===== config.mk =====
export PLATFORM = sky130hd
export DESIGN_NAME = pbo_norm_cell
export DESIGN_NICKNAME = d
export VERILOG_FILES = /design/src/rtl/pbo_pkg.sv /design/src/rtl/pbo_norm_cell.sv
export SDC_FILE = /design/constraint.sdc
export NUM_CORES = 1
export LEC_CHECK = 0
export BUFFER_PORTS_ARGS = -buffer_cell sky130_fd_sc_hd__buf_2
export CORE_ASPECT_RATIO = 1.4
export CORE_UTILIZATION = 41
export CTS_CLUSTER_DIAMETER = 50
export DETAILED_ROUTE_END_ITERATION = 12
export GPL_TIMING_DRIVEN = 0
export HOLD_SLACK_MARGIN = 0.15
export PLACE_DENSITY = 0.76
export SLEW_MARGIN = 20
export SYNTH_ARGS = -nofsm -noshare
export SYNTH_HDL_FRONTEND = slang
export SYNTH_SLANG_ARGS = --single-unit
export TNS_END_PERCENT = 5

===== constraint.sdc =====
create_clock -name i_clk -period 1.09 [get_ports i_clk]
set_input_delay 0.0545 -clock i_clk [delete_from_list [all_inputs] [get_ports i_clk]]
set_output_delay 0.0545 -clock i_clk [all_outputs]
set_load 0.01 [all_outputs]

===== src/rtl/pbo_pkg.sv =====
// Package for the periodic bond orientation block: payload structs, the job
// record that moves down the angle pipeline, widths, register indexes and the
// CORDIC arctangent table. No dependencies.
`default_nettype none

package pbo_pkg;

    // Field and datapath widths
    localparam int POS_W       = 32;   // Q15.16 coordinate
    localparam int DIFF_W      = 33;   // raw bond difference
    localparam int FOLD_W      = 34;   // d, d+L, d-L and their magnitudes
    localparam int CW          = 44;   // CORDIC x/y word, holds gain and sign
    localparam int ZW          = 33;   // Q30 angle accumulator, signed
    localparam int ANGLE_W     = 18;   // Q2.16 result angle
    localparam int BEADS_W     = 13;
    localparam int BOX_W       = 31;
    localparam int BEAD_IDX_W  = 12;
    localparam int CFG_IDX_W   = 2;
    localparam int CFG_DATA_W  = 32;

    // Normalization brings the larger component into [2^40, 2^41)
    localparam int NORM_MSB         = 40;
    localparam int NORM_STAGES      = 6;
    localparam int NORM_FIRST_SHIFT = 32;

    // Filament length limits
    localparam logic [BEADS_W-1:0] BEADS_MIN = 13'd2;
    localparam logic [BEADS_W-1:0] BEADS_MAX = 13'd4096;

    // Configuration register indexes
    localparam logic [CFG_IDX_W-1:0] CFG_BEADS = 2'd0;
    localparam logic [CFG_IDX_W-1:0] CFG_BOX_X = 2'd1;
    localparam logic [CFG_IDX_W-1:0] CFG_BOX_Y = 2'd2;

    // Angle constants
    localparam logic [ZW-1:0]      HALF_PI_Q30 = 33'd1686629713;
    localparam logic [ANGLE_W-1:0] PI_Q16      = 18'd205887;
    localparam int                 Q_SHIFT     = 14;      // Q30 to Q16
    localparam logic [ZW-1:0]      ROUND_HALF  = 33'd8192;

    // atan(2^-i) in Q30, rounded to nearest
    localparam int ATAN_W     = 30;
    localparam int ATAN_DEPTH = 24;
    localparam logic [ATAN_W-1:0] ATAN_Q30 [ATAN_DEPTH] = '{
        30'd843314857, 30'd497837829, 30'd263043837, 30'd133525159,
        30'd67021687,  30'd33543516,  30'd16775851,  30'd8388437,
        30'd4194283,   30'd2097149,   30'd1048576,   30'd524288,
        30'd262144,    30'd131072,    30'd65536,     30'd32768,
        30'd16384,     30'd8192,      30'd4096,      30'd2048,
        30'd1024,      30'd512,       30'd256,       30'd128
    };

    typedef struct packed {
        logic signed [POS_W-1:0] pos_x;
        logic signed [POS_W-1:0] pos_y;
    } t_in;

    typedef struct packed {
        logic [ANGLE_W-1:0] angle;
        logic               filament_end;
        logic               last;
    } t_out;

    typedef struct packed {
        logic filament_end;
        logic last;
    } t_tag;

    // One angle computation in flight
    typedef struct packed {
        logic                special;     // dy == 0: angle fixed, CORDIC ignored
        logic                special_pi;  // fixed angle is pi
        logic signed [CW-1:0] x;
        logic signed [CW-1:0] y;
        logic signed [ZW-1:0] z;
        t_tag                tag;
    } t_job;

endpackage

`default_nettype wire


===== src/rtl/pbo_norm_cell.sv =====
// One normalization cell: shifts the job left by a fixed amount when the
// larger component stays below 2^41 after the shift. Depends on pbo_pkg.
`default_nettype none

module pbo_norm_cell #(
    parameter int SHIFT = 1
) (
    input  logic           i_clk,
    input  logic           i_rst_n,
    input  logic           i_en,
    input  logic           i_valid,
    input  pbo_pkg::t_job  i_job,
    output logic           o_valid,
    output pbo_pkg::t_job  o_job
);
    import pbo_pkg::*;

    logic r_valid;
    t_job r_job;
    t_job n_job;
    logic w_fits;

    // top SHIFT bits of the 41-bit magnitude window are clear in both
    assign w_fits = ((i_job.x[NORM_MSB -: SHIFT] | i_job.y[NORM_MSB -: SHIFT]) == '0);

    always_comb begin
        n_job = i_job;
        if (w_fits) begin
            n_job.x = i_job.x << SHIFT;
            n_job.y = i_job.y << SHIFT;
        end
    end

    always_ff @(posedge i_clk) begin
        if (!i_rst_n) begin
            r_valid <= 1'b0;
        end else if (i_en) begin
            r_valid <= i_valid;
        end
    end

    always_ff @(posedge i_clk) begin
        if (i_en) begin
            r_job <= n_job;
        end
    end

    assign o_valid = r_valid;
    assign o_job   = r_job;

endmodule

`default_nettype wire


After elaboration in Yosys (flattened, before gate mapping)
Index checks and enable logic that the tools add are counted.

Register bits after elaboration: 126. Bits of input ports: 129. Output and inout port bits: 126. Word-level logic and storage cells: 12.

Muxes and demuxes: 1. Bitwise operators: 1.

Operator list (number): 88-bit 2-to-1 mux (1); 1-bit OR (1).

Longest topological paths before layout
Depth in word-level cells: 2. Gate-level depth with buffers: 4. Gate-level depth less buffers: 2.

Least setup slack after synthesis
OpenSTA, ideal clock, no wires.

Path type: input -> register. Start point: input i_job[119] in the netlist's numbering. End point: register r_job (netlist bit o_job[100]), data pin. Library setup time: 260 ps. Data arrival time: 797 ps. Data required time: 830 ps. Path slack: 33 ps. Cell stages on the path: 4. Buffers on the path: 2. Cell sequence: nor2_4 > buf_6 > buf_8 > mux2_4.

RTL lines: start: declaration (line pbo_norm_cell.sv:12) `input pbo_pkg::t_job i_job,`; end signal: assignment (line pbo_norm_cell.sv:44) `r_job <= n_job;`; end: declaration (line pbo_norm_cell.sv:19) `t_job r_job;`.

Worst setup path after layout
Start point: register r_job (netlist bit o_job[114]). End point: output o_job[114] in the netlist's numbering.

RTL lines: end: declaration (line pbo_norm_cell.sv:14) `output pbo_pkg::t_job o_job`.

No word-level cell between the ends.

==> impl_summary.log <==
[metrics] chain of cells forming the critical path: buf_2
[metrics] areal power density over the cells: 1580 nW/µm²
[metrics] post-CTS clock slew at the launch and capture registers of the worst setup and hold paths: 60 ps
[metrics] proportion of register bits with asynchronous set or reset after synthesis: 0%
[metrics] instance count of the mapped netlist: 228
[metrics] Critical Path AT: 950 ps
[metrics] library cell contributing the largest single delay on the critical path: edfxtp_1
[metrics] Worst Skew: 0 ps
[metrics] remaining global-route overflow: 0
[metrics] number of buffers created by CTS: 17
[metrics] number of endpoints with negative hold slack in the final report: 0
[metrics] number of unique standard cell types used by synthesis: 13
[metrics] status: completed
[metrics] share of total power in the clock network: 40.6%
[metrics] post-route core utilization: 70.1%
[metrics] # placed instances: 630
[metrics] overall power consumption: 13.2 mW
[metrics] post-layout instance count excluding filler cells: 789
[metrics] Fill cells: 764
[metrics] Hold WS: 89.1 ps
[metrics] Row Count: 47
[metrics] via count of the first global-routing pass: 4014
[metrics] warning count from the yosys run: 0
[metrics] latest clock arrival within the worst-skew pair: 400 ps
[metrics] number of nets produced by synthesis: 357
[metrics] mean number of vias per cell: 4.66
[metrics] library cell occupying the most area in the post-synthesis netlist: edfxtp_1
[metrics] die area: 12700 µm²
[metrics] most numerous cell in the Yosys netlist: edfxtp_1
[metrics] DIE WIDTH: 95.4 µm
[metrics] combined area of the multi-input logic cells: 1120 µm²
[metrics] RSZ-0062 raised after global routing: false
[metrics] worst max-slew margin expressed relative to the limit: 67.9%
[metrics] global-route wire length before repair: 20.3 mm
[metrics] Worst path max stage delay: 390 ps
[metrics] input/output buffers: 254
[metrics] maximum clock rate: 992 MHz
[metrics] register bit count reported by yosys: 126
[metrics] total clock sinks: 126
[metrics] number of synthesized flops with an enable pin: 125
[metrics] Buffers & Inverters on Critical Path: 1
[metrics] portion of total power attributed to combinational logic: 14.3%
[metrics] clock buffer depth: 2
[metrics] CP delay by family, top: flip-flops
[metrics] First-pass DRT Iterations: 4
[metrics] Net Sw Frac: 23.7%
[metrics] sequential share of the synthesized area: 75.4%
[metrics] Core Box Area: 11900 µm²
[metrics] global-route total usage across every layer: 21.7%
[metrics] worst setup path class: flop to primary output
[metrics] HP Class: input port to flop
[metrics] final worst path period need: 1010 ps
[metrics] net count reported at finish: 758
[metrics] Worst VDD drop: 0.00100 V
[metrics] H-tree depth: 4
[metrics] height of the chip: 133 µm
[metrics] count of antenna diodes in the layout: 0
[metrics] Slew Limit Fails: 0
[metrics] final non-filler cell area: 8330 µm²
[metrics] Setup WS post-layout: 81.6 ps
[metrics] worst slack, placed: -280 ps
[metrics] Worst Path Max Fanout: 1
[metrics] pin count of the biggest net entering global routing: 79
[metrics] slew at the pin with the worst max-slew slack: 481 ps
[metrics] drt drc: 0
[metrics] 1st-iter DRT viols: 109
[metrics] Final Cycle Share: 92.5%
[metrics] Register Area: 3770 µm²
[metrics] clk root buf: clkbuf_16
[metrics] detailed-route wire length per cell: 17.1 µm
[metrics] Worst setup SP type: flop
[metrics] TritonCTS clock tree: done
[metrics] top area cells in the synthesized netlist: edfxtp_1 (75%), mux2_4 (11%), mux2_2 (10%)
[metrics] vias after detailed routing: 3677
[metrics] reported max-cap violation count: 0
[metrics] Total Routed Length: 13.5 mm
[metrics] starting density of the core: 42.1%
[metrics] count of pins on the block boundary: 255
[metrics] Post-CTS Hold Fix Bufs: 127
[metrics] flip-flop cell with the highest count after synthesis: edfxtp_1
[metrics] area of placed instances: 6490 µm²
[metrics] capturing element type of the critical path: primary output
[metrics] accumulated negative setup slack: 0 ps
[metrics] average cell area after synthesis: 21.9 µm²
[metrics] data required time at the worst endpoint: 1040 ps
[metrics] count of nets left with antenna violations after detail routing: 0
[metrics] top-area cell type share of the netlist area: 75.0%
[metrics] switching power: 3.12 mW
[metrics] commonest cells in the netlist: edfxtp_1 (125), mux2_2 (46), mux2_4 (36)
[metrics] part of the total power dissipated in sequential elements: 45.1%
[metrics] proportion of layout cells with a drive suffix above 1: 59.0%
[metrics] internal power of the cells: 10.0 mW
[metrics] post-synthesis cell area: 5000 µm²
[metrics] total setup violations reported at the end of the flow: 0
[metrics] synth-to-layout area growth: 66.5%
[metrics] half-perimeter wire length of the detailed placement result: 8.23 mm
[metrics] Final Wtd Congestion: 0.723
[metrics] initial antenna violation count: 0
[metrics] Static Leak: 3.58 nW
-- layer usage --
metal / global-route usage [%] / wire, µm / share of wire, % / vias to the layer above
met5: 0 / 0 / 0 / -
met4: 6.90 / 184 / 1.4 / 0
met3: 6.15 / 863 / 6.4 / 16
met2: 39.9 / 7420 / 55 / 166
met1: 23.3 / 5000 / 37 / 1779
li1: - / - / - / 1716
-- placed cells by master, fill, tap and decap left out, types with 2 or more instances in the layout --
cell type	instances
mux2_4	36
clkinv_2	3
nor2b_1	5
inv_1	2
buf_6	3
inv_6	2
clkbuf_16	17
buf_4	4
buf_8	3
edfxtp_1	125
clkinvlp_4	4
dlygate4sd3_1	127
buf_2	253
clkinv_4	4
mux2_2	46
-- power groups by stage --
stage	Clock [mW]	Combinational, mW	Sequential (mW)
floorplan	0	0.415	6.27
global placement	0	1.44	6.02
detailed placement	0	1.49	6.03
CTS	5.45	1.85	5.93
global route	5.66	2.00	5.97
finish	5.34	1.88	5.94
-- repair_timing --
action,in CTS,in global routing
setup buffers,0,0
gates resized for setup,0,0
endpoints found under the hold margin,173,47
-- layout make-up --
cell class	count	share of cell area [%]
multi-input combinational	91	13.5
sequential	126	45.3
timing repair buffer	382	30.9
buffer	9	1.17
clock inverter	15	1.67
inverter	2	0.0902
clock buffer	17	5.11
tap	147	2.21
-- worst paths after layout --
path / slack, ps / end / cells after the start / from
setup reg to reg: 470 / o_valid / 2 / o_valid
hold reg to reg: 550 / o_valid / 2 / o_valid
hold / removal: 90 / o_job[63] / 1 / i_en
setup / recovery: 80 / o_job[114] / 1 / o_job[114]
-- flip-flops by register name (all words and copies together) (netlist names) --
| register | flops |
|---|---|
| o_job | 125 |
| o_valid | 1 |
-- kinds of logic after synthesis --
group / count (synthesis) / share of synthesized area (%)
and+or+nand+nor: 6 / 0.850
muxes: 83 / 21.4
AOI/OAI and AO/OA: 2 / 0.250
DFF: 126 / 75.4
buffers and inverters: 11 / 2.10
No activity file was read; power rests on OpenSTA's default activity.
