===== src/rtl/pbo_pkg.sv =====
// Package for the periodic bond orientation block: payload structs, the job
// record that moves down the angle pipeline, widths, register indexes and the
// CORDIC arctangent table. No dependencies.
`default_nettype none

package pbo_pkg;

    // Field and datapath widths
    localparam int POS_W       = 32;   // Q15.16 coordinate
    localparam int DIFF_W      = 33;   // raw bond difference
    localparam int FOLD_W      = 34;   // d, d+L, d-L and their magnitudes
    localparam int CW          = 44;   // CORDIC x/y word, holds gain and sign
    localparam int ZW          = 33;   // Q30 angle accumulator, signed
    localparam int ANGLE_W     = 18;   // Q2.16 result angle
    localparam int BEADS_W     = 13;
    localparam int BOX_W       = 31;
    localparam int BEAD_IDX_W  = 12;
    localparam int CFG_IDX_W   = 2;
    localparam int CFG_DATA_W  = 32;

    // Normalization brings the larger component into [2^40, 2^41)
    localparam int NORM_MSB         = 40;
    localparam int NORM_STAGES      = 6;
    localparam int NORM_FIRST_SHIFT = 32;

    // Filament length limits
    localparam logic [BEADS_W-1:0] BEADS_MIN = 13'd2;
    localparam logic [BEADS_W-1:0] BEADS_MAX = 13'd4096;

    // Configuration register indexes
    localparam logic [CFG_IDX_W-1:0] CFG_BEADS = 2'd0;
    localparam logic [CFG_IDX_W-1:0] CFG_BOX_X = 2'd1;
    localparam logic [CFG_IDX_W-1:0] CFG_BOX_Y = 2'd2;

    // Angle constants
    localparam logic [ZW-1:0]      HALF_PI_Q30 = 33'd1686629713;
    localparam logic [ANGLE_W-1:0] PI_Q16      = 18'd205887;
    localparam int                 Q_SHIFT     = 14;      // Q30 to Q16
    localparam logic [ZW-1:0]      ROUND_HALF  = 33'd8192;

    // atan(2^-i) in Q30, rounded to nearest
    localparam int ATAN_W     = 30;
    localparam int ATAN_DEPTH = 24;
    localparam logic [ATAN_W-1:0] ATAN_Q30 [ATAN_DEPTH] = '{
        30'd843314857, 30'd497837829, 30'd263043837, 30'd133525159,
        30'd67021687,  30'd33543516,  30'd16775851,  30'd8388437,
        30'd4194283,   30'd2097149,   30'd1048576,   30'd524288,
        30'd262144,    30'd131072,    30'd65536,     30'd32768,
        30'd16384,     30'd8192,      30'd4096,      30'd2048,
        30'd1024,      30'd512,       30'd256,       30'd128
    };

    typedef struct packed {
        logic signed [POS_W-1:0] pos_x;
        logic signed [POS_W-1:0] pos_y;
    } t_in;

    typedef struct packed {
        logic [ANGLE_W-1:0] angle;
        logic               filament_end;
        logic               last;
    } t_out;

    typedef struct packed {
        logic filament_end;
        logic last;
    } t_tag;

    // One angle computation in flight
    typedef struct packed {
        logic                special;     // dy == 0: angle fixed, CORDIC ignored
        logic                special_pi;  // fixed angle is pi
        logic signed [CW-1:0] x;
        logic signed [CW-1:0] y;
        logic signed [ZW-1:0] z;
        t_tag                tag;
    } t_job;

endpackage

`default_nettype wire


===== src/rtl/pbo_cordic_cell.sv =====
// One CORDIC vectoring iteration, registered: rotates toward the x axis and
// accumulates the Q30 arctangent. Depends on pbo_pkg.
`default_nettype none

module pbo_cordic_cell #(
    parameter int ITER = 0
) (
    input  logic           i_clk,
    input  logic           i_rst_n,
    input  logic           i_en,
    input  logic           i_valid,
    input  pbo_pkg::t_job  i_job,
    output logic           o_valid,
    output pbo_pkg::t_job  o_job
);
    import pbo_pkg::*;

    logic                 r_valid;
    t_job                 r_job;
    t_job                 n_job;
    logic signed [CW-1:0] w_x, w_y, w_xs, w_ys;
    logic signed [ZW-1:0] w_z;
    logic [ZW-1:0]        w_step;

    assign w_x    = i_job.x;
    assign w_y    = i_job.y;
    assign w_z    = i_job.z;
    assign w_xs   = w_x >>> ITER;
    assign w_ys   = w_y >>> ITER;
    assign w_step = ZW'(ATAN_Q30[ITER]);

    // rotate by -atan(2^-i) while y is non-negative, else by +atan(2^-i)
    always_comb begin
        n_job = i_job;
        if (!w_y[CW-1]) begin
            n_job.x = w_x + w_ys;
            n_job.y = w_y - w_xs;
            n_job.z = w_z + w_step;
        end else begin
            n_job.x = w_x - w_ys;
            n_job.y = w_y + w_xs;
            n_job.z = w_z - w_step;
        end
    end

    always_ff @(posedge i_clk) begin
        if (!i_rst_n) begin
            r_valid <= 1'b0;
        end else if (i_en) begin
            r_valid <= i_valid;
        end
    end

    always_ff @(posedge i_clk) begin
        if (i_en) begin
            r_job <= n_job;
        end
    end

    assign o_valid = r_valid;
    assign o_job   = r_job;

endmodule

`default_nettype wire


===== config.mk =====
export PLATFORM = sky130hd
export DESIGN_NAME = pbo_cordic_cell
export DESIGN_NICKNAME = d
export VERILOG_FILES = /design/src/rtl/pbo_pkg.sv /design/src/rtl/pbo_cordic_cell.sv
export SDC_FILE = /design/constraint.sdc
export NUM_CORES = 1
export LEC_CHECK = 0
export BUFFER_PORTS_ARGS = -buffer_cell sky130_fd_sc_hd__buf_2
export CAP_MARGIN = 30
export CORE_ASPECT_RATIO = 1.1
export CORE_UTILIZATION = 52
export DETAILED_ROUTE_END_ITERATION = 8
export GPL_TIMING_DRIVEN = 0
export PLACE_DENSITY_LB_ADDON = 0.05
export SLEW_MARGIN = 20
export SYNTH_ARGS = -nofsm -noshare
export SYNTH_HDL_FRONTEND = slang
export SYNTH_SLANG_ARGS = --single-unit

===== constraint.sdc =====
create_clock -name i_clk -period 3.7 [get_ports i_clk]
set_clock_uncertainty 0.1 [all_clocks]
set_input_delay 0.185 -clock i_clk [delete_from_list [all_inputs] [get_ports i_clk]]
set_output_delay 0.185 -clock i_clk [all_outputs]
set_load 0.1 [all_outputs]

======== Yosys cells after proc, flatten, opt, wreduce, memory -nomap -nowiden ========
Index checks and enable logic that the tools add are counted.
word-level totals
  word-level logic and storage cells ...... 14
  memory bits (writable) .................. 0
  memories ................................ 0
  output and inout port bits .............. 126
  register bits after elaboration ......... 126
  memory bits (read-only) ................. 0
  latch bits .............................. 0
operators by class
  reduce and logical (&&, ||, !) cells .... 0
  eq/ne operators ......................... 0
  multiply operators ...................... 0
  shift operators ......................... 0
  add/sub/neg operators ................... 5
  divide/modulo/power cells ............... 0
  $lt $le $gt $ge ......................... 0
  mux-type cells .......................... 1
  bitwise operators ....................... 0
operator list
  operator                                                               count
  121-bit 2-to-1 mux                                                     1
  44-bit subtractor                                                      2
  44-bit adder                                                           1
  33-bit by 30-bit adder with 33-bit output, second input constant       1
  33-bit by 30-bit subtractor with 33-bit output, second input constant  1

======== Depth between registers and ports, before layout ========
  word-level depth ........................ 2
  depth in mapped cells ................... 13
  depth with buffers taken out ............ 13

======== Worst setup path before layout ========
Ideal clock, no wire load.
  kind .................................... input to register
  from .................................... in i_job[78] (netlist name)
  to ...................................... reg r_job, in the netlist o_job[33], data pin
  cell stages on the path ................. 13
  setup time .............................. 257 ps
  path buffers ............................ 1
  path slack .............................. 102 ps
  arrival ................................. 3241 ps
  cell sequence ........................... inv_2 -> clkbuf_1 -> ha_1 -> nand4_1 -> nor2_1 -> a211o_1 -> a22o_1 -> o41ai_2 -> o311ai_1 -> nor2b_1 -> o21a_1 -> a221o_1 -> xor2_1
RTL lines
  item                    line                   text
  start: declaration      pbo_cordic_cell.sv:12  input pbo_pkg::t_job i_job,
  end signal: assignment  pbo_cordic_cell.sv:56  r_job <= n_job;
  end: declaration        pbo_cordic_cell.sv:19  t_job r_job;

==> flow_summary.ini <==
[status]
status = finished, final reports clean

[critical_path]
crit_arrival_ps = 3660
timing.critical_path.slowest_cell_delay_ps = 450
crit_path_top_delay_cell = o41ai_2
startpoint_type = input pin
critPathTopFamily = compound AO/OA/AOI/OAI gates
path_class = input pin to flip-flop
cp_num_buf_inv = 2
cp-end-kind = flip-flop
path_max_fanout = 6
crit_chain = buf_2 -> ha_1 -> inv_1 -> fa_1 -> nor2_1 -> o311ai_2 -> a211oi_1 -> o21a_1 -> a31o_2 -> a221oi_4 -> o221ai_2 -> o41ai_2 -> o221ai_1 -> xnor2_1
required_ps = 3760

[layout]
area_growth_pct = 18.5
nNetsFinal = 2128
num_antenna_cells = 0
drive_above_1_share_pct = 18.6
fin_cells = 2142

[detailed_routing]
m1WireLength_mm = 18.1
ant_nets = 0
highest_layer = met4
num_vias = 13000
routed_wl_mm = 44.8
routedWlPerCell_um = 20.9
drc = 0
vias_per_cell = 6.06
wl_met2_mm = 20.9
met3WireLength_mm = 3.54
drt_iter0_drc = 1135
dr.pass1.iters = 6

[synthesis]
synth.distinct_cells = 73
avgSynthCellArea_um2 = 8.52
synth_edf_count = 124
synthesis.nets = 1845
synth.area.mux_share_pct = 1.91
ys_warn_count = 0
syn_inst = 1536
yosysSeqAreaShare_pct = 28.6
synth_compound_area_share_pct = 25.8
syn_area_um2 = 13100
synthSimpleGateAreaFrac_pct = 12.6
synthArstFlopShare_pct = 0
synth_top_family_by_area = compound AO/OA/AOI/OAI gates
ys_ff_latch = 125
yosys.area_share.xor_xnor_pct = 7.43
ys.flop_type = edfxtp_1
synthAdderAreaFrac_pct = 17.4

[timing]
worst_slack_ps = 105
setup_viol = 0
hold_viol_final = 0
rsz0062_at_grt = true
worst_pin_slew_ps = 1070
finalCritPeriodShare_pct = 97.2
max_freq_ghz = 0.278
slew_headroom_pct = 28.7
finalCriticalPeriod_ps = 3590
drv_slew = 0

[job]
timing.max_cap.violations = 0

[cts]
root_buffer = clkbuf_16
cts_tree = done
cts_buffers = 17
clkTransAtPathRegs_ps = 60
ctsHtreeMaxLevel = 4
insertion_delay_ps = 440
clock-sinks = 125
clockBufferDepth = 2

[global_routing]
grt_antenna_before_repair = 0
grt-ovfl-total = 0
grt_max_degree = 76
track_usage_pct = 34.6
grt_pass1_wl_mm = 69.0
grt_pass1_vias = 12800

[power_and_ir_drop]
power.leakage_nw = 6.98
power.switching_w = 0.00381
power_w = 0.00749
comb_power_share_pct = 51.4
cellPowerDensity_nw_per_um2 = 483
clkPwrFrac_pct = 22.8
power_frac_seq_pct = 25.8
p_int_w = 0.00368
swShare_pct = 50.9
vdd_ir_drop_max_v = 0.000300

[floorplanning]
io-pin-count = 255
core.rowCount = 60
start_util_pct = 53.3
dieWidth_um = 153
die_y_um = 168
core_um2 = 24500
die_area_um2 = 25800

[place]
dp_slack_ps = -808
place_inst = 2102
place_congestion = 1.02
hpwl_mm = 35.1
port_buffers = 254

[hold_path]
hold_path.class = input pin to flip-flop
## cells in the mapped netlist, types with 11 or more instances
master	number	share of area (%)
o21a_1	17	0.98
o21ai_0	104	4.0
nor3_1	21	0.80
edfxtp_1	124	28
buf_1	14	0.40
a21o_1	28	1.6
nand3_1	30	1.1
nand2_1	74	2.1
o31ai_1	20	1.1
o21bai_1	43	2.5
a21oi_1	190	7.3
nor2b_1	16	0.76
nand2b_1	13	0.62
mux2i_1	25	1.9
a211oi_1	11	0.63
clkbuf_1	29	0.83
nor2_1	143	4.1
ha_1	176	17
a31oi_1	17	0.81
xnor2_1	94	6.3
inv_1	143	4.1
xor2_1	17	1.1
nand4_1	21	1.0
o211ai_1	13	0.75
## layer usage
layer	vias to the layer above	track usage [%]
li1	6105	-
met1	6061	41.7
met2	656	58.7
met3	149	6.62
met4	0	17.7
met5	-	0
## metrics by stage
| step | TNS [ps] | util, % | instance area, um2 | hold slack [ps] |
|---|---|---|---|---|
| after floorplan | 0 | - | 13100 | 184 |
| after global placement | -24010 | 60.1 | 14700 | 261 |
| after detailed placement | -8960 | 60.3 | 14800 | 264 |
| after CTS | 0 | 63.0 | 15500 | 7.94 |
| after global routing | -17.4 | 63.2 | 15500 | 30.6 |
| final | 0 | 63.2 | 15500 | 13.8 |
## power by group through the flow
stage,combinational [W],clock [W],sequential [W]
after CTS,0.00380,0.00173,0.00194
after detailed placement,0.00378,0,0.00197
final,0.00385,0.00171,0.00194
after global placement,0.00375,0,0.00197
after floorplan,0.00128,0,0.00365
after global routing,0.00403,0.00177,0.00196
## cell families after synthesis
group,after synthesis
AO/OA/AOI/OAI,529
adder cells (fa/ha/maj),180
XOR/XNOR,111
flip-flops,125
AND/OR/NAND/NOR,357
buffers and inverters,209
multiplexers,25
## repair_timing
| item | CTS | global route |
|---|---|---|
| gates resized for setup | 4 | 8 |
| setup endpoints to repair | 7 | 11 |
| endpoints found under the hold margin | 8 | 0 |
| setup buffers | 0 | 0 |
| pin swaps | 0 | 0 |
| hold buffers | 8 | 0 |
## placed cells by master (no fill, tap or decap), types with 25 or more instances in the layout
cell type    n
mux2i_1     25
nor2_1     143
nand2_1     74
inv_1      143
a21o_1      28
o21bai_1    43
ha_1       176
clkbuf_1    28
xnor2_1     94
o21ai_0    104
edfxtp_1   124
buf_2      262
a21oi_1    190
nand3_1     30
## worst paths after layout
| path | start | depth (start not counted) | endpoint | slack (ps) |
|---|---|---|---|---|
| max | i_job[35] | 14 | o_job[119]$_DFFE_PP_ | 110 |
| min | i_job[3] | 2 | o_job[3]$_DFFE_PP_ | 10 |
| max reg2reg | o_valid$_SDFFE_PN0P_ | 3 | o_valid$_SDFFE_PN0P_ | 2420 |
| min reg2reg | o_valid$_SDFFE_PN0P_ | 3 | o_valid$_SDFFE_PN0P_ | 990 |
## state kept, by name (all words and copies together), names as in the netlist
name and cells:
o_job 124, o_valid 1
## layout make-up
type | instances | area, um2
sequential | 125 | 3740
timing repair buffer | 265 | 1430
clock inverter | 15 | 150
clock buffer | 17 | 425
inverter | 152 | 573
buffer | 56 | 240
fill | 2163 | 9040
tap | 310 | 388
multi-input combinational | 1202 | 8560
## worst reg2reg max path, delay by kind of cell, from the launching register on
family        cells  cell delay, ps
buf+inv           1             550
flops             1             310
mux               1             140
simple gates      1              60
Note: power is estimated with default switching activity, not from simulation.
