## config.mk

```make
export PLATFORM = sky130hd
export DESIGN_NAME = pbo_out_buf
export DESIGN_NICKNAME = d
export VERILOG_FILES = /design/src/rtl/pbo_pkg.sv /design/src/rtl/pbo_out_buf.sv
export SDC_FILE = /design/constraint.sdc
export NUM_CORES = 1
export LEC_CHECK = 0
export BUFFER_PORTS_ARGS = -buffer_cell sky130_fd_sc_hd__buf_2
export CAP_MARGIN = 20
export CORE_AREA = 2 2 74 76
export CTS_BUF_LIST = sky130_fd_sc_hd__clkbuf_2
export DETAILED_ROUTE_END_ITERATION = 12
export DIE_AREA = 0 0 76 78
export GPL_ROUTABILITY_DRIVEN = 0
export GPL_TIMING_DRIVEN = 0
export PLACE_DENSITY_LB_ADDON = 0.25
export SLEW_MARGIN = 20
export SYNTH_ARGS = -nofsm -noshare
export SYNTH_HDL_FRONTEND = slang
export SYNTH_SLANG_ARGS = --single-unit
```

## constraint.sdc

```tcl
create_clock -name i_clk -period 5.39 [get_ports i_clk]
set_input_delay 0.2695 -clock i_clk [delete_from_list [all_inputs] [get_ports i_clk]]
set_output_delay 0.2695 -clock i_clk [all_outputs]
set_load 0.05 [all_outputs]
```

## src/rtl/pbo_pkg.sv

```systemverilog
// Package for the periodic bond orientation block: payload structs, the job
// record that moves down the angle pipeline, widths, register indexes and the
// CORDIC arctangent table. No dependencies.
`default_nettype none

package pbo_pkg;

    // Field and datapath widths
    localparam int POS_W       = 32;   // Q15.16 coordinate
    localparam int DIFF_W      = 33;   // raw bond difference
    localparam int FOLD_W      = 34;   // d, d+L, d-L and their magnitudes
    localparam int CW          = 44;   // CORDIC x/y word, holds gain and sign
    localparam int ZW          = 33;   // Q30 angle accumulator, signed
    localparam int ANGLE_W     = 18;   // Q2.16 result angle
    localparam int BEADS_W     = 13;
    localparam int BOX_W       = 31;
    localparam int BEAD_IDX_W  = 12;
    localparam int CFG_IDX_W   = 2;
    localparam int CFG_DATA_W  = 32;

    // Normalization brings the larger component into [2^40, 2^41)
    localparam int NORM_MSB         = 40;
    localparam int NORM_STAGES      = 6;
    localparam int NORM_FIRST_SHIFT = 32;

    // Filament length limits
    localparam logic [BEADS_W-1:0] BEADS_MIN = 13'd2;
    localparam logic [BEADS_W-1:0] BEADS_MAX = 13'd4096;

    // Configuration register indexes
    localparam logic [CFG_IDX_W-1:0] CFG_BEADS = 2'd0;
    localparam logic [CFG_IDX_W-1:0] CFG_BOX_X = 2'd1;
    localparam logic [CFG_IDX_W-1:0] CFG_BOX_Y = 2'd2;

    // Angle constants
    localparam logic [ZW-1:0]      HALF_PI_Q30 = 33'd1686629713;
    localparam logic [ANGLE_W-1:0] PI_Q16      = 18'd205887;
    localparam int                 Q_SHIFT     = 14;      // Q30 to Q16
    localparam logic [ZW-1:0]      ROUND_HALF  = 33'd8192;

    // atan(2^-i) in Q30, rounded to nearest
    localparam int ATAN_W     = 30;
    localparam int ATAN_DEPTH = 24;
    localparam logic [ATAN_W-1:0] ATAN_Q30 [ATAN_DEPTH] = '{
        30'd843314857, 30'd497837829, 30'd263043837, 30'd133525159,
        30'd67021687,  30'd33543516,  30'd16775851,  30'd8388437,
        30'd4194283,   30'd2097149,   30'd1048576,   30'd524288,
        30'd262144,    30'd131072,    30'd65536,     30'd32768,
        30'd16384,     30'd8192,      30'd4096,      30'd2048,
        30'd1024,      30'd512,       30'd256,       30'd128
    };

    typedef struct packed {
        logic signed [POS_W-1:0] pos_x;
        logic signed [POS_W-1:0] pos_y;
    } t_in;

    typedef struct packed {
        logic [ANGLE_W-1:0] angle;
        logic               filament_end;
        logic               last;
    } t_out;

    typedef struct packed {
        logic filament_end;
        logic last;
    } t_tag;

    // One angle computation in flight
    typedef struct packed {
        logic                special;     // dy == 0: angle fixed, CORDIC ignored
        logic                special_pi;  // fixed angle is pi
        logic signed [CW-1:0] x;
        logic signed [CW-1:0] y;
        logic signed [ZW-1:0] z;
        t_tag                tag;
    } t_job;

endpackage

`default_nettype wire

```

## src/rtl/pbo_out_buf.sv

```systemverilog
// Result stage: rounds the Q30 angle to Q16, applies the fixed angles, and
// holds results in an output register backed by one skid entry.
// Depends on pbo_pkg.
`default_nettype none

module pbo_out_buf (
    input  logic           i_clk,
    input  logic           i_rst_n,
    input  logic           i_valid,
    input  pbo_pkg::t_job  i_job,
    output logic           o_en,
    output logic           o_out_valid,
    input  logic           i_out_ready,
    output pbo_pkg::t_out  o_out_data
);
    import pbo_pkg::*;

    localparam int T_W = ZW - Q_SHIFT;

    logic                 r_out_valid;
    t_out                 r_out;
    logic                 r_skid_valid;
    t_out                 r_skid;

    logic signed [ZW-1:0] w_z;
    logic [ZW-1:0]        w_sum;
    logic [T_W-1:0]       w_t;
    t_out                 w_res;
    logic                 w_take;
    logic                 w_push;

    // round half up to Q16, clamp to [0, pi]
    assign w_z   = i_job.z;
    assign w_sum = ZW'(w_z[ZW-2:0]) + ROUND_HALF;
    assign w_t   = w_sum[ZW-1:Q_SHIFT];

    always_comb begin
        w_res.filament_end = i_job.tag.filament_end;
        w_res.last         = i_job.tag.last;
        if (i_job.special) begin
            w_res.angle = i_job.special_pi ? PI_Q16 : '0;
        end else if (w_z[ZW-1]) begin
            w_res.angle = '0;
        end else if (w_t > T_W'(PI_Q16)) begin
            w_res.angle = PI_Q16;
        end else begin
            w_res.angle = w_t[ANGLE_W-1:0];
        end
    end

    // pipeline advances while the skid entry is free
    assign o_en   = ~r_skid_valid;
    assign w_take = r_out_valid & i_out_ready;
    assign w_push = o_en & i_valid;

    always_ff @(posedge i_clk) begin
        if (!i_rst_n) begin
            r_out_valid  <= 1'b0;
            r_skid_valid <= 1'b0;
        end else if (r_skid_valid) begin
            if (w_take) begin
                r_skid_valid <= 1'b0;
            end
        end else if (w_push) begin
            if (!r_out_valid || w_take) begin
                r_out_valid <= 1'b1;
            end else begin
                r_skid_valid <= 1'b1;
            end
        end else if (w_take) begin
            r_out_valid <= 1'b0;
        end
    end

    always_ff @(posedge i_clk) begin
        if (r_skid_valid) begin
            if (w_take) begin
                r_out <= r_skid;
            end
        end else if (w_push) begin
            if (!r_out_valid || w_take) begin
                r_out <= w_res;
            end else begin
                r_skid <= w_res;
            end
        end
    end

    assign o_out_valid = r_out_valid;
    assign o_out_data  = r_out;

`ifndef SYNTHESIS
    a_skid_behind_out: assert property (@(posedge i_clk) disable iff (!i_rst_n)
        r_skid_valid |-> r_out_valid)
        else $error("skid entry held with empty output register");
    a_angle_range: assert property (@(posedge i_clk) disable iff (!i_rst_n)
        r_out_valid |-> (r_out.angle <= PI_Q16))
        else $error("angle above pi");
    a_end_is_last: assert property (@(posedge i_clk) disable iff (!i_rst_n)
        (r_out_valid && r_out.filament_end) |-> r_out.last)
        else $error("filament end result not flagged last");
`endif

endmodule

`default_nettype wire

```

; Word-level counts from Yosys, hierarchy flattened
; Index checks and enable logic that the tools add are counted.
[op_classes]
reduce_logical = 8
bitwise_logic = 4
n_shift = 0
add_sub_neg = 1
mux = 15
eq_ne = 2
order_cmp = 1
mul = 0
div = 0
[ops]
columns = operator, count
row1 = two-way mux 20 bit, 4
row2 = two-way mux 18 bit, 4
row3 = adder 32 x 14 -> 33 bit (second input constant), 1
row4 = > comparator 19 x 18 -> 1 bit (second input constant), 1
row5 = AND reduction 3 bit, 3
row6 = two-way mux 1 bit, 7
row7 = nonzero test 2 bit, 3
row8 = != test 2 x 1 -> 1 bit (second input constant), 2
row9 = bitwise AND 1 bit, 2
row10 = inverter 1 bit, 2
row11 = logical NOT 1 bit, 1
row12 = logical OR 1 bit, 1
[word_totals]
output_inout_bits = 22
reg_bits = 42
word_cells = 39
inputBits = 129
romBits = 0
latch_bits = 0
ram_bits = 0
memories = 0

; Logic depth before layout (Yosys ltp)
[depth]
depth_word = 8
depth_mapped = 9

; Least setup slack after synthesis
; No wires, ideal clock.
[synth_path]
kind = reg2reg
startpoint = register r_skid_valid
endpoint = register r_out (netlist bit o_out_data[0]) (enable)
period_less_slack_ns = 2.799
path_stages_with_launch = 6
t_arrival_ns = 2.396
setup_time_ns = 0.404
setup_slack_ns = 2.591
path_cell_list = dfxtp_1 -> clkbuf_1 -> inv_1 -> clkbuf_1 -> nand2_1 -> a21oi_1
[synth_between]
elab_chain_len = 4
elab_cells_between_ends = 6
cone_classes = 1 x eq/ne / 2 x bitwise / 3 x reduce/logical
[synth_rtl]
columns = element, line_no
row1 = from (decl), pbo_out_buf.sv:22  ; logic r_skid_valid;
row2 = from (signal assigned), pbo_out_buf.sv:59  ; r_skid_valid <= 1'b0;
row3 = from (signal assigned), pbo_out_buf.sv:62  ; r_skid_valid <= 1'b0;
row4 = from (signal assigned), pbo_out_buf.sv:68  ; r_skid_valid <= 1'b1;
row5 = inverter 1 bit (no source line), n/a
row6 = net o_en, pbo_out_buf.sv:11  ; output logic o_en,
row7 = bitwise AND 1 bit, pbo_out_buf.sv:54  ; assign w_push = o_en & i_valid;
row8 = nonzero test 2 bit (no source line), n/a
row9 = AND reduction 3 bit (no source line), n/a
row10 = to (signal assigned), pbo_out_buf.sv:78  ; r_out <= r_skid;
row11 = to (signal assigned), pbo_out_buf.sv:82  ; r_out <= w_res;
row12 = to (decl), pbo_out_buf.sv:21  ; t_out r_out;
; The timed path passes the listed nets, and every way through them passes these cells.
; A chain may end at the register's enable or synchronous reset.

; Final worst setup path
[layout_path]
startpoint = input i_job[15] in the netlist's numbering
endpoint = register r_out (netlist bit o_out_data[8]) (data pin)
[layout_between]
elab_chain_len = 8
[layout_rtl]
columns = element, line_no
row1 = from (decl), pbo_out_buf.sv:10  ; input pbo_pkg::t_job i_job,
row2 = adder 32 x 14 -> 33 bit (*), pbo_out_buf.sv:34  ; assign w_sum = ZW'(w_z[ZW-2:0]) + ROUND_HALF;
row3 = > comparator 19 x 18 -> 1 bit, pbo_out_buf.sv:44  ; end else if (w_t > T_W'(PI_Q16)) begin
row4 = two-way mux 18 bit (*), pbo_out_buf.sv:44
row5 = two-way mux 18 bit (*), pbo_out_buf.sv:42  ; end else if (w_z[ZW-1]) begin
row6 = two-way mux 18 bit (*), pbo_out_buf.sv:40  ; if (i_job.special) begin
row7 = two-way mux 20 bit (*), pbo_out_buf.sv:81  ; if (!r_out_valid || w_take) begin
row8 = two-way mux 20 bit (*), pbo_out_buf.sv:80  ; end else if (w_push) begin
row9 = two-way mux 20 bit (*), pbo_out_buf.sv:76  ; if (r_skid_valid) begin
; Every way passes the cells marked *; elsewhere a longest branch is shown, timed or not. The select of a mux whose other input is x is not followed.

==> results by stage <==
Run status:
- The run finished with clean final reports.

Logic synthesis:
- The post-synthesis instance area is 0.00233 mm².
- The synthesized design contains 42 register bits.
- The total nets after synthesis is 340.
- Dividing the synthesized area by the synthesized cell count gives ~11 µm².
- The async set or reset register ratio after synthesis is 0.
- The number of flops mapped to enable cells by yosys is 40.
- The netlist uses 43 different library cells.
- The number of warnings reported in the yosys synthesis log is 0.
- The primary flip-flop cell chosen by synthesis mapping is sky130_fd_sc_hd__edfxtp_1.
- The cell count after synthesis came out at 210.
- The share of the Yosys chip area taken by registers is 0.532.

Route:
- In the detailed route, the total length drawn on met3 is between 200 and 300 µm.
- The routed design uses 2.16 mm of met2 wire.
- The routed length on met1 is between 2 and 2.5 mm.
- For this block, the via count after detailed routing is ~1800.
- The initial detailed-routing violation count is 73.
- The detail route stage leaves a number of antenna-violating nets equal to 0.
- The pre-antenna-repair detailed-routing pass consisted of 4 iterations.
- The wire length per cell is 13.8 µm.
- In the routed layout, each cell is associated on average with a via count of between 5 and 6.
- The total wire length is approximately 4.7 mm.
- The highest metal layer carrying signal wires in the routed design is met4.
- In the routed design, unresolved DRC markers number 0.

Min path:
- In this run the most critical hold path is launched from i_job[0].
- For hold timing, the worst endpoint is r_skid[0]$_DFFE_PP_.
- The path type of the worst min-delay path is in -> reg.
- The hold-critical path depth is 1.

Final layout:
- The commonest non-fill, non-tap cell in the layout is sky130_fd_sc_hd__buf_2.
- In the final layout, the share of cells above drive strength 1 is 0.262.
- Summing all non-filler instances in the final layout gives an area of 0.00272 mm².
- 0 antenna diodes ended up in the layout.
- The count of nets after finishing is 396.
- Relative to the synthesized area, the layout overhead comes to 16.4%.
- The library cells used most frequently in the layout, excluding fill and tap cells, are sky130_fd_sc_hd__buf_2 (49), sky130_fd_sc_hd__edfxtp_1 (40), sky130_fd_sc_hd__nand2_1 (23).

CTS:
- The clock tree synthesis step divided the H-tree into 2 levels.
- The total clock buffers created by CTS is 5.
- The number of sinks on the clock net is 42.
- The number of buffers added to fix hold violations after cts is 0.
- The later pin in the worst-skew pair is clocked with a latency of 380 ps.
- The quantity of gates resized following cts is 0.
- The root buffer selected by CTS is sky130_fd_sc_hd__clkbuf_2.
- The clock tree from TritonCTS is yes.
- The clock-pin slew of the registers on the worst-case setup and hold paths is between 150 and 200 ps.
- No sink is reached through more buffers than the 2 on the longest clock path.
- After clock tree synthesis, the setup repair step added 0 buffers.

Worst setup path:
- The signal on the critical path passes through buf_2 -> ha_1 -> nand4_1 -> o41ai_1 -> o41ai_1 -> a21oi_1 -> nand3_1 -> nand4_1 -> buf_2 -> o31ai_1.
- For the worst setup path, the data required time is 5530 ps.
- In this design, the largest share of critical-path delay is due to simple AND/OR/NAND/NOR gates.
- The critical path runs through a total of 10 cells.
- The critical path endpoint category is a register.
- The maximum cell stage delay along the critical path is 340 ps.
- The setup path with the least slack is of type in -> reg.
- The startpoint of the worst-slack reg-to-reg timing path is r_skid_valid$_SDFF_PN0_.
- STA classifies the critical path startpoint as a primary input.
- The total buffers and inverters traversed by the critical path is 2.
- The cell with the largest stage delay on the worst path is sky130_fd_sc_hd__o41ai_1.
- The number of cells on the worst reg-to-reg path is 4.
- The setup check on the worst reg-to-reg path leaves a slack of a little over 3000 ps.
- At the worst endpoint, the arrival time is 2670 ps.
- In this run the critical register-to-register path is captured at r_skid[9]$_DFFE_PP_.
- Of all nets on the critical path, the largest fanout is 10.

STA:
- The final setup skew is 12.2 ps.
- The fraction of the cycle the final worst path needs is 0.470.
- At the pin with the least slew margin, the transition time is 890 ps.
- Setup slack on the critical path of the routed design comes to roughly 2900 ps.
- Setup repair after global routing left no endpoint under its margin.
- The setup violation total in the final timing report is 0.
- In this run the tightest slew margin relative to its limit is 0.406.
- The final count of hold timing violations is 0.
- The final max-slew violation count is 0.
- Timing would allow up to 395 MHz.
- The worst path needs 2530 ps of the cycle, external delays included.
- The setup total negative slack is 0 ps.

Placement:
- Summing all placed instances gives a cell area of 0.00268 mm².
- The count of buffers added on input and output ports is 48.
- Prior to clock tree synthesis, the placed netlist has a worst setup slack of 2470 ps.
- The half-perimeter wire length after detailed placement is 3.65 mm.

Pwr:
- The worst ir drop on vdd is 0.0820 mV.
- Summed over all cells, the static leakage comes to 0.976 nW.
- The design draws 0.678 mW.
- The cell area power density is 250 mW/mm².

Floorplan:
- The total area inside the core boundary comes to around 0.0050 mm².
- The chip width is between 70 and 80 µm.
- The top-level port count is 151.
- The die outline height is 78 µm.
- For this configuration, the core starts out at a cell density of 0.463.
- The number of standard-cell rows in the floorplan is 26.
- The floorplan step defined a die boundary enclosing just under 0.006 mm².

Run:
- The max-cap violation count is 0.

Global route:
- In the global route stage, overall resource usage came out at 0.165.
- The pin count of the biggest net entering global routing is 21.
- The total overflow left after global routing is 0.
- The initial antenna violation count is 0.
- The number of global-route vias before repair is 1659.
- The wire length of the first global-routing pass is 7.78 mm.
==> kinds of logic (layout without fill, tap and decap cells) <==
family,after synthesis,count (layout),share of synthesized area
fa+ha+maj,1,1,0.00536
compound gates,42,42,0.121
mux,6,6,0.0284
flops,42,42,0.532
buf+inv,12,69,0.0236
simple gates,89,89,0.222
xor+xnor,18,18,0.0676
==> worst register-to-register path, cell delays in order, from the launching register on <==
cell	delay, ps
sky130_fd_sc_hd__dfxtp_1	340
sky130_fd_sc_hd__clkbuf_1	230
sky130_fd_sc_hd__inv_1	170
sky130_fd_sc_hd__clkbuf_1	380
sky130_fd_sc_hd__and3_1	830
==> report_power, final <==
part / total [mW] / internal (mW) / switching, mW
registers: 0.387 / 0.383 / 0.00413
logic: 0.168 / 0.0478 / 0.120
clock network: 0.123 / 0.0320 / 0.0913
total: 0.678 / 0.463 / 0.216
==> worst max-delay path by stage <==
stage / end / slack, ps / startpoint
final: o_out_data[8]$_DFFE_PP_ / 2860 / i_job[15]
after global placement: o_out_data[6]$_DFFE_PP_ / 2430 / r_skid_valid$_SDFF_PN0_
after floorplan: o_out_data[0]$_DFFE_PP_ / 2590 / r_skid_valid$_SDFF_PN0_
after global routing: o_out_data[8]$_DFFE_PP_ / 2640 / i_job[15]
after detailed placement: o_out_data[17]$_DFFE_PP_ / 2470 / i_job[16]
after CTS: o_out_data[17]$_DFFE_PP_ / 2890 / i_job[15]
==> registers in the layout, indices dropped and copies added (netlist names) <==
| name | flops |
|---|---|
| o_out_data | 20 |
| o_out_valid | 1 |
| r_skid | 20 |
| r_skid_valid | 1 |
==> through the flow <==
step / hold slack (ps) / utilization / cells
detailed placement: 469 / 0.531 / 329
finish: 66.0 / 0.538 / 337
global placement: 467 / 0.528 / 328
floorplan: 368 / - / 210
global route: 18.6 / 0.538 / 337
CTS: 43.9 / 0.538 / 337
==> cell type report <==
| cell class | count | area (µm²) |
|---|---|---|
| multi-input combinational | 156 | 1040 |
| fill | 472 | 2330 |
| buffer | 8 | 40.0 |
| tap | 70 | 87.6 |
| sequential | 42 | 1240 |
| timing repair buffer | 49 | 251 |
| clock buffer | 6 | 30.0 |
| inverter | 4 | 15.0 |
| clock inverter | 2 | 8.76 |
==> cells in the mapped netlist, types with 3 or more instances <==
cell,n,area share
sky130_fd_sc_hd__a21oi_1,12,0.026
sky130_fd_sc_hd__a22o_1,4,0.015
sky130_fd_sc_hd__a31oi_1,3,0.0080
sky130_fd_sc_hd__and2_1,4,0.011
sky130_fd_sc_hd__and3_1,6,0.016
sky130_fd_sc_hd__clkbuf_1,4,0.0064
sky130_fd_sc_hd__edfxtp_1,40,0.51
sky130_fd_sc_hd__inv_1,4,0.0064
sky130_fd_sc_hd__mux2_2,5,0.024
sky130_fd_sc_hd__nand2_1,23,0.037
sky130_fd_sc_hd__nand3_1,7,0.015
sky130_fd_sc_hd__nand4_1,11,0.029
sky130_fd_sc_hd__nand4b_1,3,0.011
sky130_fd_sc_hd__nor2_1,22,0.035
sky130_fd_sc_hd__nor3_1,3,0.0064
sky130_fd_sc_hd__o21ai_0,3,0.0064
sky130_fd_sc_hd__o31ai_1,8,0.026
sky130_fd_sc_hd__xnor2_1,10,0.038
sky130_fd_sc_hd__xor2_1,8,0.030
==> per-layer routing <==
layer	track usage	vias up
met3	0.0384	4
met5	0	-
met1	0.227	843
li1	-	914
met4	0.0673	0
met2	0.252	62
Power figures use the tool's default switching activity.
